`src/rtl/snfcs_pkg.sv`:
```
// Shared types and constants for the SPI NOR flash command sequencer.
// No dependencies; imported by the front, queue, back and top modules.
package snfcs_pkg;

  localparam int unsigned QDEPTH = 4;
  localparam int unsigned QAW    = 2;

  localparam logic [2:0] KIND_READ   = 3'd0;
  localparam logic [2:0] KIND_WRITE  = 3'd1;
  localparam logic [2:0] KIND_SECTOR = 3'd2;
  localparam logic [2:0] KIND_BLOCK  = 3'd3;
  localparam logic [2:0] KIND_WDATA  = 3'd4;
  localparam logic [2:0] KIND_RX     = 3'd5;

  localparam logic [2:0] EV_SEND    = 3'd0;
  localparam logic [2:0] EV_RELEASE = 3'd1;
  localparam logic [2:0] EV_READ    = 3'd2;
  localparam logic [2:0] EV_NEED    = 3'd3;
  localparam logic [2:0] EV_DONE    = 3'd4;

  localparam logic [7:0] OP_WREN   = 8'h06;
  localparam logic [7:0] OP_RDSR   = 8'h05;
  localparam logic [7:0] OP_READ   = 8'h03;
  localparam logic [7:0] OP_PP     = 8'h02;
  localparam logic [7:0] OP_SE     = 8'h20;
  localparam logic [7:0] OP_BE     = 8'hD8;
  localparam logic [7:0] DUMMY     = 8'hFF;

  // Up to three results caused by one input beat.
  typedef struct packed {
    logic [1:0]            cnt;
    logic [2:0][2:0]       ev;
    logic [2:0][7:0]       val;
  } res_bundle_t;

  function automatic res_bundle_t add_res(res_bundle_t b, logic [2:0] e, logic [7:0] v);
    res_bundle_t r;
    r = b;
    if (b.cnt != 2'd3) begin
      r.ev[b.cnt]  = e;
      r.val[b.cnt] = v;
      r.cnt        = b.cnt + 2'd1;
    end
    return r;
  endfunction

endpackage

```
`src/rtl/snfcs_front.sv`:
```
// Front end: accepts input beats, runs the command state machine and
// builds one result bundle per beat. Depends on snfcs_pkg.
module snfcs_front #(
  parameter int unsigned PAGE_BYTES = 256
) (
  input  logic                 clk,
  input  logic                 rst_n,
  input  logic                 in_acc,
  input  logic [2:0]           kind,
  input  logic [23:0]          address,
  input  logic [7:0]           block_index,
  input  logic [15:0]          length,
  input  logic [7:0]           data_byte,
  output logic                 push,
  output snfcs_pkg::res_bundle_t bundle
);
  import snfcs_pkg::*;

  localparam int unsigned AW = $clog2(PAGE_BYTES);
  localparam int unsigned CW = AW + 1;
  localparam logic [CW-1:0] PAGE_C = CW'(PAGE_BYTES);

  typedef enum logic [3:0] {
    PH_IDLE, PH_WREN, PH_HDR, PH_NEED, PH_DATA,
    PH_PCMD_PRE, PH_POLL_PRE, PH_PCMD, PH_POLL, PH_READ
  } phase_t;

  phase_t      phase_r, phase_nxt;
  logic [1:0]  op_r, op_nxt;
  logic [23:0] addr_r, addr_nxt;
  logic [15:0] left_r, left_nxt;
  logic [CW-1:0] chunk_r, chunk_nxt;
  logic [1:0]  hidx_r, hidx_nxt;
  res_bundle_t b;

  function automatic logic [7:0] hdr_byte(logic [1:0] op, logic [23:0] a, logic [1:0] idx);
    logic [7:0] r;
    unique case (idx)
      2'd0: begin
        unique case (op)
          2'd0: r = OP_READ;
          2'd1: r = OP_PP;
          2'd2: r = OP_SE;
          default: r = OP_BE;
        endcase
      end
      2'd1: r = a[23:16];
      2'd2: r = a[15:8];
      default: r = a[7:0];
    endcase
    return r;
  endfunction

  // Bytes up to the next page boundary, capped by what is left.
  function automatic logic [CW-1:0] chunk_len(logic [23:0] a, logic [15:0] bl);
    logic [CW-1:0] room;
    room = PAGE_C - CW'(a[AW-1:0]);
    return (bl < 16'(room)) ? CW'(bl) : room;
  endfunction

  always_comb begin
    phase_nxt = phase_r;
    op_nxt    = op_r;
    addr_nxt  = addr_r;
    left_nxt  = left_r;
    chunk_nxt = chunk_r;
    hidx_nxt  = hidx_r;
    b         = '0;
    if (in_acc) begin
      priority if (kind <= KIND_BLOCK) begin
        if (phase_r == PH_IDLE) begin
          op_nxt    = kind[1:0];
          addr_nxt  = (kind == KIND_BLOCK) ? {block_index, 16'h0000} : address;
          left_nxt  = (kind <= KIND_WRITE) ? length : 16'd0;
          chunk_nxt = '0;
          if (kind == KIND_READ) begin
            hidx_nxt  = 2'd0;
            b         = add_res(b, EV_SEND, hdr_byte(op_nxt, addr_nxt, 2'd0));
            phase_nxt = PH_HDR;
          end else if (kind == KIND_WRITE) begin
            if (length == 16'd0) begin
              b = add_res(b, EV_DONE, 8'h00);
            end else begin
              chunk_nxt = chunk_len(addr_nxt, left_nxt);
              b         = add_res(b, EV_SEND, OP_WREN);
              phase_nxt = PH_WREN;
            end
          end else begin
            b         = add_res(b, EV_SEND, OP_WREN);
            phase_nxt = PH_WREN;
          end
        end
      end else if (kind == KIND_WDATA) begin
        if (phase_r == PH_NEED) begin
          b         = add_res(b, EV_SEND, data_byte);
          phase_nxt = PH_DATA;
        end
      end else if (kind == KIND_RX) begin
        unique case (phase_r)
          PH_WREN: begin
            b = add_res(b, EV_RELEASE, 8'h00);
            if (op_r == 2'd1) begin
              hidx_nxt  = 2'd0;
              b         = add_res(b, EV_SEND, hdr_byte(op_r, addr_r, 2'd0));
              phase_nxt = PH_HDR;
            end else begin
              b         = add_res(b, EV_SEND, OP_RDSR);
              phase_nxt = PH_PCMD_PRE;
            end
          end
          PH_HDR: begin
            if (hidx_r != 2'd3) begin
              hidx_nxt = hidx_r + 2'd1;
              b        = add_res(b, EV_SEND, hdr_byte(op_r, addr_r, hidx_nxt));
            end else if (op_r == 2'd0) begin
              if (left_r == 16'd0) begin
                b         = add_res(b, EV_RELEASE, 8'h00);
                b         = add_res(b, EV_DONE, 8'h00);
                phase_nxt = PH_IDLE;
              end else begin
                b         = add_res(b, EV_SEND, DUMMY);
                phase_nxt = PH_READ;
              end
            end else if (op_r == 2'd1) begin
              b         = add_res(b, EV_NEED, 8'h00);
              phase_nxt = PH_NEED;
            end else begin
              b         = add_res(b, EV_RELEASE, 8'h00);
              b         = add_res(b, EV_SEND, OP_RDSR);
              phase_nxt = PH_PCMD;
            end
          end
          PH_DATA: begin
            addr_nxt = addr_r + 24'd1;
            if (left_r != 16'd0) left_nxt = left_r - 16'd1;
            if (chunk_r != '0) chunk_nxt = chunk_r - CW'(1);
            if (chunk_nxt != '0) begin
              b         = add_res(b, EV_NEED, 8'h00);
              phase_nxt = PH_NEED;
            end else begin
              b         = add_res(b, EV_RELEASE, 8'h00);
              b         = add_res(b, EV_SEND, OP_RDSR);
              phase_nxt = PH_PCMD;
            end
          end
          PH_PCMD_PRE: begin
            b         = add_res(b, EV_SEND, DUMMY);
            phase_nxt = PH_POLL_PRE;
          end
          PH_POLL_PRE: begin
            if (data_byte[0]) begin
              b = add_res(b, EV_SEND, DUMMY);
            end else begin
              b         = add_res(b, EV_RELEASE, 8'h00);
              hidx_nxt  = 2'd0;
              b         = add_res(b, EV_SEND, hdr_byte(op_r, addr_r, 2'd0));
              phase_nxt = PH_HDR;
            end
          end
          PH_PCMD: begin
            b         = add_res(b, EV_SEND, DUMMY);
            phase_nxt = PH_POLL;
          end
          PH_POLL: begin
            if (data_byte[0]) begin
              b = add_res(b, EV_SEND, DUMMY);
            end else if (op_r == 2'd1 && left_r != 16'd0) begin
              b         = add_res(b, EV_RELEASE, 8'h00);
              chunk_nxt = chunk_len(addr_r, left_r);
              b         = add_res(b, EV_SEND, OP_WREN);
              phase_nxt = PH_WREN;
            end else begin
              b         = add_res(b, EV_RELEASE, 8'h00);
              b         = add_res(b, EV_DONE, 8'h00);
              phase_nxt = PH_IDLE;
            end
          end
          PH_READ: begin
            b = add_res(b, EV_READ, data_byte);
            if (left_r != 16'd0) left_nxt = left_r - 16'd1;
            if (left_nxt != 16'd0) begin
              b = add_res(b, EV_SEND, DUMMY);
            end else begin
              b         = add_res(b, EV_RELEASE, 8'h00);
              b         = add_res(b, EV_DONE, 8'h00);
              phase_nxt = PH_IDLE;
            end
          end
          default: ;
        endcase
      end else begin
        // drop unknown kinds
      end
    end
  end

  assign push   = in_acc && (b.cnt != 2'd0);
  assign bundle = b;

  always_ff @(posedge clk) begin
    if (!rst_n) begin
      phase_r <= PH_IDLE;
      op_r    <= 2'd0;
      addr_r  <= '0;
      left_r  <= '0;
      chunk_r <= '0;
      hidx_r  <= 2'd0;
    end else begin
      phase_r <= phase_nxt;
      op_r    <= op_nxt;
      addr_r  <= addr_nxt;
      left_r  <= left_nxt;
      chunk_r <= chunk_nxt;
      hidx_r  <= hidx_nxt;
    end
  end

endmodule

```
`src/rtl/snfcs_queue.sv`:
```
// Short bundle queue between front and back ends.
// Depends on snfcs_pkg for the bundle type and depth.
module snfcs_queue (
  input  logic                   clk,
  input  logic                   rst_n,
  input  logic                   push,
  input  snfcs_pkg::res_bundle_t wr_data,
  input  logic                   pop,
  output snfcs_pkg::res_bundle_t rd_data,
  output logic                   empty,
  output logic                   full,
  output logic [snfcs_pkg::QAW:0] count
);
  import snfcs_pkg::*;

  res_bundle_t    mem_r [QDEPTH];
  logic [QAW-1:0] wp_r, rp_r;
  logic [QAW:0]   cnt_r;

  assign empty   = (cnt_r == '0);
  assign full    = (cnt_r == (QAW+1)'(QDEPTH));
  assign rd_data = mem_r[rp_r];
  assign count   = cnt_r;

  always_ff @(posedge clk) begin
    if (push) mem_r[wp_r] <= wr_data;
  end

  always_ff @(posedge clk) begin
    if (!rst_n) begin
      wp_r  <= '0;
      rp_r  <= '0;
      cnt_r <= '0;
    end else begin
      if (push) wp_r <= wp_r + QAW'(1);
      if (pop)  rp_r <= rp_r + QAW'(1);
      cnt_r <= cnt_r + (QAW+1)'(push) - (QAW+1)'(pop);
    end
  end

endmodule

```
`src/rtl/snfcs_back.sv`:
```
// Back end: takes bundles from the queue and sends their results one beat
// at a time on the output stream. Depends on snfcs_pkg.
module snfcs_back (
  input  logic                   clk,
  input  logic                   rst_n,
  input  logic                   q_empty,
  input  snfcs_pkg::res_bundle_t q_data,
  output logic                   q_pop,
  output logic                   out_tvalid,
  input  logic                   out_tready,
  output logic [7:0]             out_tdata,
  output logic [2:0]             out_tuser,
  output logic                   out_tlast
);
  import snfcs_pkg::*;

  res_bundle_t cur_r;
  logic        busy_r;
  logic [1:0]  idx_r;
  logic        fin;

  assign out_tvalid = busy_r;
  assign out_tdata  = cur_r.val[idx_r];
  assign out_tuser  = cur_r.ev[idx_r];
  assign out_tlast  = (idx_r == cur_r.cnt - 2'd1);
  assign fin        = busy_r && out_tready && out_tlast;
  assign q_pop      = !q_empty && (!busy_r || fin);

  always_ff @(posedge clk) begin
    if (q_pop) cur_r <= q_data;
  end

  always_ff @(posedge clk) begin
    if (!rst_n) begin
      busy_r <= 1'b0;
      idx_r  <= 2'd0;
    end else if (q_pop) begin
      busy_r <= 1'b1;
      idx_r  <= 2'd0;
    end else if (fin) begin
      busy_r <= 1'b0;
      idx_r  <= 2'd0;
    end else if (busy_r && out_tready) begin
      idx_r <= idx_r + 2'd1;
    end
  end

endmodule

```
`src/rtl/spi_nor_flash_command_sequencer.sv`:
```
// Top level of the SPI NOR flash command sequencer: front end, bundle
// queue and back end. Depends on snfcs_pkg, snfcs_front, snfcs_queue, snfcs_back.
//
//  channel | direction | tuser            | tdata
//  in_     | slave     | kind             | address, block_index, length, data_byte
//  out_    | master    | event_res        | byte_value (tlast = last)
//
// An input beat is taken each cycle while the four-entry bundle queue has room;
// its state update is done in that cycle. The output side sends one result
// per cycle while out_tready is high, and holds each bundle until it is all sent.
// Reset is synchronous; the queue and output register start empty.
// PAGE_BYTES must be a power of two.
module spi_nor_flash_command_sequencer #(
  parameter int unsigned PAGE_BYTES = 256
) (
  input  logic        clk,
  input  logic        rst_n,
  input  logic        in_tvalid,
  output logic        in_tready,
  input  logic [55:0] in_tdata,   // address[23:0], block_index[31:24], length[47:32], data_byte[55:48]
  input  logic [2:0]  in_tuser,   // kind
  output logic        out_tvalid,
  input  logic        out_tready,
  output logic [7:0]  out_tdata,  // byte_value
  output logic [2:0]  out_tuser,  // event_res
  output logic        out_tlast
);
  import snfcs_pkg::*;

  logic        in_acc, push, pop, q_empty, q_full;
  logic [QAW:0] q_count;
  res_bundle_t bundle, q_data;

  assign in_tready = !q_full;
  assign in_acc    = in_tvalid && in_tready;

  snfcs_front #(.PAGE_BYTES(PAGE_BYTES)) u_front (
    .clk(clk), .rst_n(rst_n), .in_acc(in_acc),
    .kind(in_tuser), .address(in_tdata[23:0]), .block_index(in_tdata[31:24]),
    .length(in_tdata[47:32]), .data_byte(in_tdata[55:48]),
    .push(push), .bundle(bundle)
  );

  snfcs_queue u_queue (
    .clk(clk), .rst_n(rst_n), .push(push), .wr_data(bundle), .pop(pop),
    .rd_data(q_data), .empty(q_empty), .full(q_full), .count(q_count)
  );

  snfcs_back u_back (
    .clk(clk), .rst_n(rst_n), .q_empty(q_empty), .q_data(q_data), .q_pop(pop),
    .out_tvalid(out_tvalid), .out_tready(out_tready), .out_tdata(out_tdata),
    .out_tuser(out_tuser), .out_tlast(out_tlast)
  );

`ifndef SYNTHESIS
  a_no_overflow: assert property (@(posedge clk) disable iff (!rst_n)
    !(push && q_full)) else $error("bundle pushed into full queue");
  a_push_nonempty: assert property (@(posedge clk) disable iff (!rst_n)
    push |-> bundle.cnt != 2'd0) else $error("empty bundle pushed");
  a_pop_nonempty: assert property (@(posedge clk) disable iff (!rst_n)
    pop |-> q_count != '0) else $error("pop from empty queue");
  a_reset_idle: assert property (@(posedge clk)
    !rst_n |=> !out_tvalid) else $error("output valid after reset");
`endif

endmodule

```
`config.mk`:
```
export PLATFORM = sky130hd
export DESIGN_NAME = spi_nor_flash_command_sequencer
export DESIGN_NICKNAME = d
export VERILOG_FILES = /design/src/rtl/snfcs_pkg.sv /design/src/rtl/snfcs_front.sv /design/src/rtl/snfcs_queue.sv /design/src/rtl/snfcs_back.sv /design/src/rtl/spi_nor_flash_command_sequencer.sv
export SDC_FILE = /design/constraint.sdc
export NUM_CORES = 1
export LEC_CHECK = 0
export ABC_CLOCK_PERIOD_IN_PS = 8150
export BUFFER_PORTS_ARGS = -buffer_cell sky130_fd_sc_hd__buf_2
export CELL_PAD_IN_SITES_DETAIL_PLACEMENT = 0
export CELL_PAD_IN_SITES_GLOBAL_PLACEMENT = 1
export CORE_AREA = 2 2 167 209
export DETAILED_ROUTE_END_ITERATION = 8
export DIE_AREA = 0 0 169 211
export HOLD_SLACK_MARGIN = 0.15
export PLACE_DENSITY_LB_ADDON = 0.3
export SYNTH_ARGS = -nofsm -noshare
export SYNTH_HDL_FRONTEND = slang
export SYNTH_HIERARCHICAL = 1
export SYNTH_SLANG_ARGS = --single-unit
```
`constraint.sdc`:
```
create_clock -name clk -period 8.15 [get_ports clk]
set_input_delay 1.63 -clock clk [delete_from_list [all_inputs] [get_ports clk]]
set_output_delay 1.63 -clock clk [all_outputs]
set_load 0.01 [all_outputs]
```
==> results.sh <==
export IMPL_rows=75
export IMPL_final_net_count=1371
export IMPL_dr_pass1_iters=7
export IMPL_drt_iter0_drc=669
export IMPL_avgSynthCellArea_um2=10.7
export IMPL_hold_depth=2
export IMPL_postCtsSetupRepairBufs=0
export IMPL_cts_buffers=26
export IMPL_wl_met1_um=15000
export IMPL_design_die_area_um2=35700
export IMPL_clockBufferDepth=3
export IMPL_multi_input_area_um2=6010
export IMPL_synthCells=1236
export IMPL_seq_area_frac_synth=0.500
export IMPL_clkSinkCount=244
export IMPL_synth_top_area_frac=0.396
export IMPL_track_usage=0.198
export IMPL_io_pins=77
export IMPL_ant_nets=0
export IMPL_slew_headroom=0.256
export IMPL_setup_viol=0
export IMPL_finish_instance_area_um2=14600
export IMPL_place_gp_congestion=0.888
export IMPL_clk_pin_slew_ps=70
export IMPL_core_area_um2=33600
export IMPL_die_y_um=211
export IMPL_cts_hold_buffers=0
export IMPL_yosysMostFrequentCell="edfxtp_1"
export IMPL_postCtsResizedCells=0
export IMPL_skew_ps=22.7
export IMPL_synth_mux_area_frac=0.0878
export IMPL_rr_startpoint="u_queue/count[1]"
export IMPL_critical_path_max_fanout=22
export IMPL_start_kind="primary input"
export IMPL_vias_per_cell=5.81
export IMPL_arrival_ps=5910
export IMPL_placed_cell_area_um2=13900
export IMPL_max_cap_violations=0
export IMPL_end_kind="flip-flop"
export IMPL_worstHoldStart="u_front/left_r[14]"
export IMPL_worst_path_max_delay_cell="o211ai_1"
export IMPL_cts_tree="yes"
export IMPL_synth_area_um2=13300
export IMPL_tightest_slew_ps=1110
export IMPL_start_util=0.395
export IMPL_tns_ps=0
export IMPL_slowest_delay_ps=870
export IMPL_nFillCells=3249
export IMPL_r2r_slack_ps=4230
export IMPL_wl_per_cell_um=20.5
export IMPL_top_layer="met4"
export IMPL_synth_top_family_by_area="compound AO/OA/AOI/OAI gates"
export IMPL_grt_pass1_vias=9888
export IMPL_synthToLayoutAreaGrowth_pct=10.2
export IMPL_period_share=0.665
export IMPL_cts_root_buffer="clkbuf_16"
export IMPL_critPathKind="primary input to flip-flop"
export IMPL_rsz0062_at_grt="false"
export IMPL_synth_common_cells="edfxtp_1, nand2_1, nor2_1"
export IMPL_synth_adder_area_share=0.0335
export IMPL_hold_viol=0
export IMPL_port_buffer_count=76
export IMPL_hpwl_um=24400
export IMPL_ys_ff_latch=244
export IMPL_status="completed"
export IMPL_regArea_um2=6640
export IMPL_r2r_end="u_front/phase_r[1]"
export IMPL_synth_compound_area_frac=0.166
export IMPL_wirelength_um=35200
export IMPL_leakage_nw=5.01
export IMPL_path_cells="buf_2 > buf_4 > nand3b_1 > nand2_1 > ha_1 > nand3_1 > o22a_1 > o21ai_0 > inv_1 > ha_1 > nand3_1 > o211ai_1 > mux2_2 > o31ai_1 > o21a_1"
export IMPL_drcViolationCount=0
export IMPL_min_to="u_front/left_r[14]"
export IMPL_power_density_nw_per_um2=271
export IMPL_wl_met2_um=17400
export IMPL_die_w_um=169
export IMPL_grt_pass1_wl_um=55700
export IMPL_synth_async_reset_ratio=0
export IMPL_fin_crit_ps=5420
export IMPL_insertedDiodeCount=0
export IMPL_finalMaxSlewViolations=0
export IMPL_dr_wl_met3_um=1440
export IMPL_grt_max_degree=49
export IMPL_antenna_found_initial=0
export IMPL_synth_enable_flop_cells=175
export IMPL_h_tree_depth=1
export IMPL_drive_gt1_frac=0.152
export IMPL_fmax_ghz=0.185
export IMPL_synth_area_leaders="edfxtp_1, dfxtp_1, mux4_2, o21ai_0, a21oi_1"
export IMPL_cp_required_ps=8640
export IMPL_synth_top_cell_by_area="edfxtp_1"
export IMPL_vias=9967
export IMPL_yosys_cell_types_count=90
export IMPL_hold_class="flip-flop to flip-flop"
export IMPL_grt_overflow=0
export IMPL_synth_ff_type="edfxtp_1"
export IMPL_yosysWarnings=6
export IMPL_yosys_area_share_simple=0.148
export IMPL_power_w=0.00397
export IMPL_synth_xor_area_frac=0.0143
export IMPL_worst_skew_pair_late_latency_ps=540
export IMPL_reg2reg_depth=8
export IMPL_vdd_drop_max_uv=189
==> kinds of logic (layout without fill, tap and decap cells) <==
logic type,Yosys count,after routing
DFF,244,244
xor gates and xnor gates,20,20
muxes,70,70
and+or+nand+nor,392,392
adders and majority gates,35,35
other,1,11
buffers and inverters,140,187
AOI/OAI and AO/OA,334,334
==> cell usage in the layout (no fill, tap or decap), drive strengths merged, types with 28 or more instances in the layout <==
cell type / n
nand2: 112
nand3: 30
ha: 34
inv: 49
mux4: 35
nor3: 32
buf: 91
dfxtp: 69
mux2i: 28
o21ai: 91
edfxtp: 175
nor2: 101
clkbuf: 33
a21oi: 86
==> area by class of cell <==
class | count | area share
flip-flops and latches | 244 | 0.453
multi-input cells | 862 | 0.411
clock buffers | 33 | 0.0462
well taps | 423 | 0.0362
repair buffers | 91 | 0.0337
inverters | 48 | 0.0123
clock inverters | 15 | 0.00744
==> worst max-delay path, delay by kind of cell <==
kind                     cells  cell delay [ps]
AO/OA/AOI/OAI                5             1540
multiplexers                 1              430
adder cells (fa/ha/maj)      2              630
buffers and inverters        3              390
AND/OR/NAND/NOR              4             1290
==> per-layer routing <==
layer  up-vias  track usage
met2       302        0.346
met3        78       0.0204
li1       4749            -
met5         -            0
met4         0       0.0855
met1      4838        0.250
==> sequential cells by signal (all words and copies together), names as in the netlist, named ones only <==
signal	flops
u_front/chunk_r	9
u_queue/rp_r	2
u_back/idx_r	2
u_back/cur_r	35
u_front/phase_r	4
u_front/op_r	2
u_back/out_tvalid	1
u_queue/wp_r	2
u_front/hidx_r	2
u_queue/count	3
u_front/left_r	16
u_queue/mem_r	140
u_front/addr_r	24
==> report_power, final <==
group / internal (W) / switching, W
registers: 0.00155 / 0.000116
clock network: 0.000595 / 0.000494
logic: 0.000485 / 0.000727
==> stage by stage <==
step | util | hold WS, ps | instances | setup WS, ps
after detailed placement | 0.412 | 511 | 1668 | 2200
after CTS | 0.436 | 519 | 1716 | 2760
after floorplan | - | 471 | 1246 | 3370
final | 0.436 | 521 | 1716 | 2730
after global placement | 0.412 | 511 | 1668 | 2220
after global routing | 0.436 | 565 | 1716 | 2410
==> how the worst max path moves through the flow <==
stage / startpoint / to / slack [ps] / depth (start not counted)
after floorplan: in_tuser[0] / u_front/chunk_r[4] / 3370 / 17
after global placement: in_tuser[2] / u_front/chunk_r[4] / 2220 / 15
after detailed placement: in_tuser[2] / u_front/chunk_r[4] / 2200 / 15
after CTS: in_tuser[2] / u_front/chunk_r[4] / 2760 / 15
after global routing: in_tuser[2] / u_front/chunk_r[4] / 2410 / 15
final: in_tuser[2] / u_front/chunk_r[4] / 2730 / 15
Note: power is estimated with default switching activity, not from simulation.
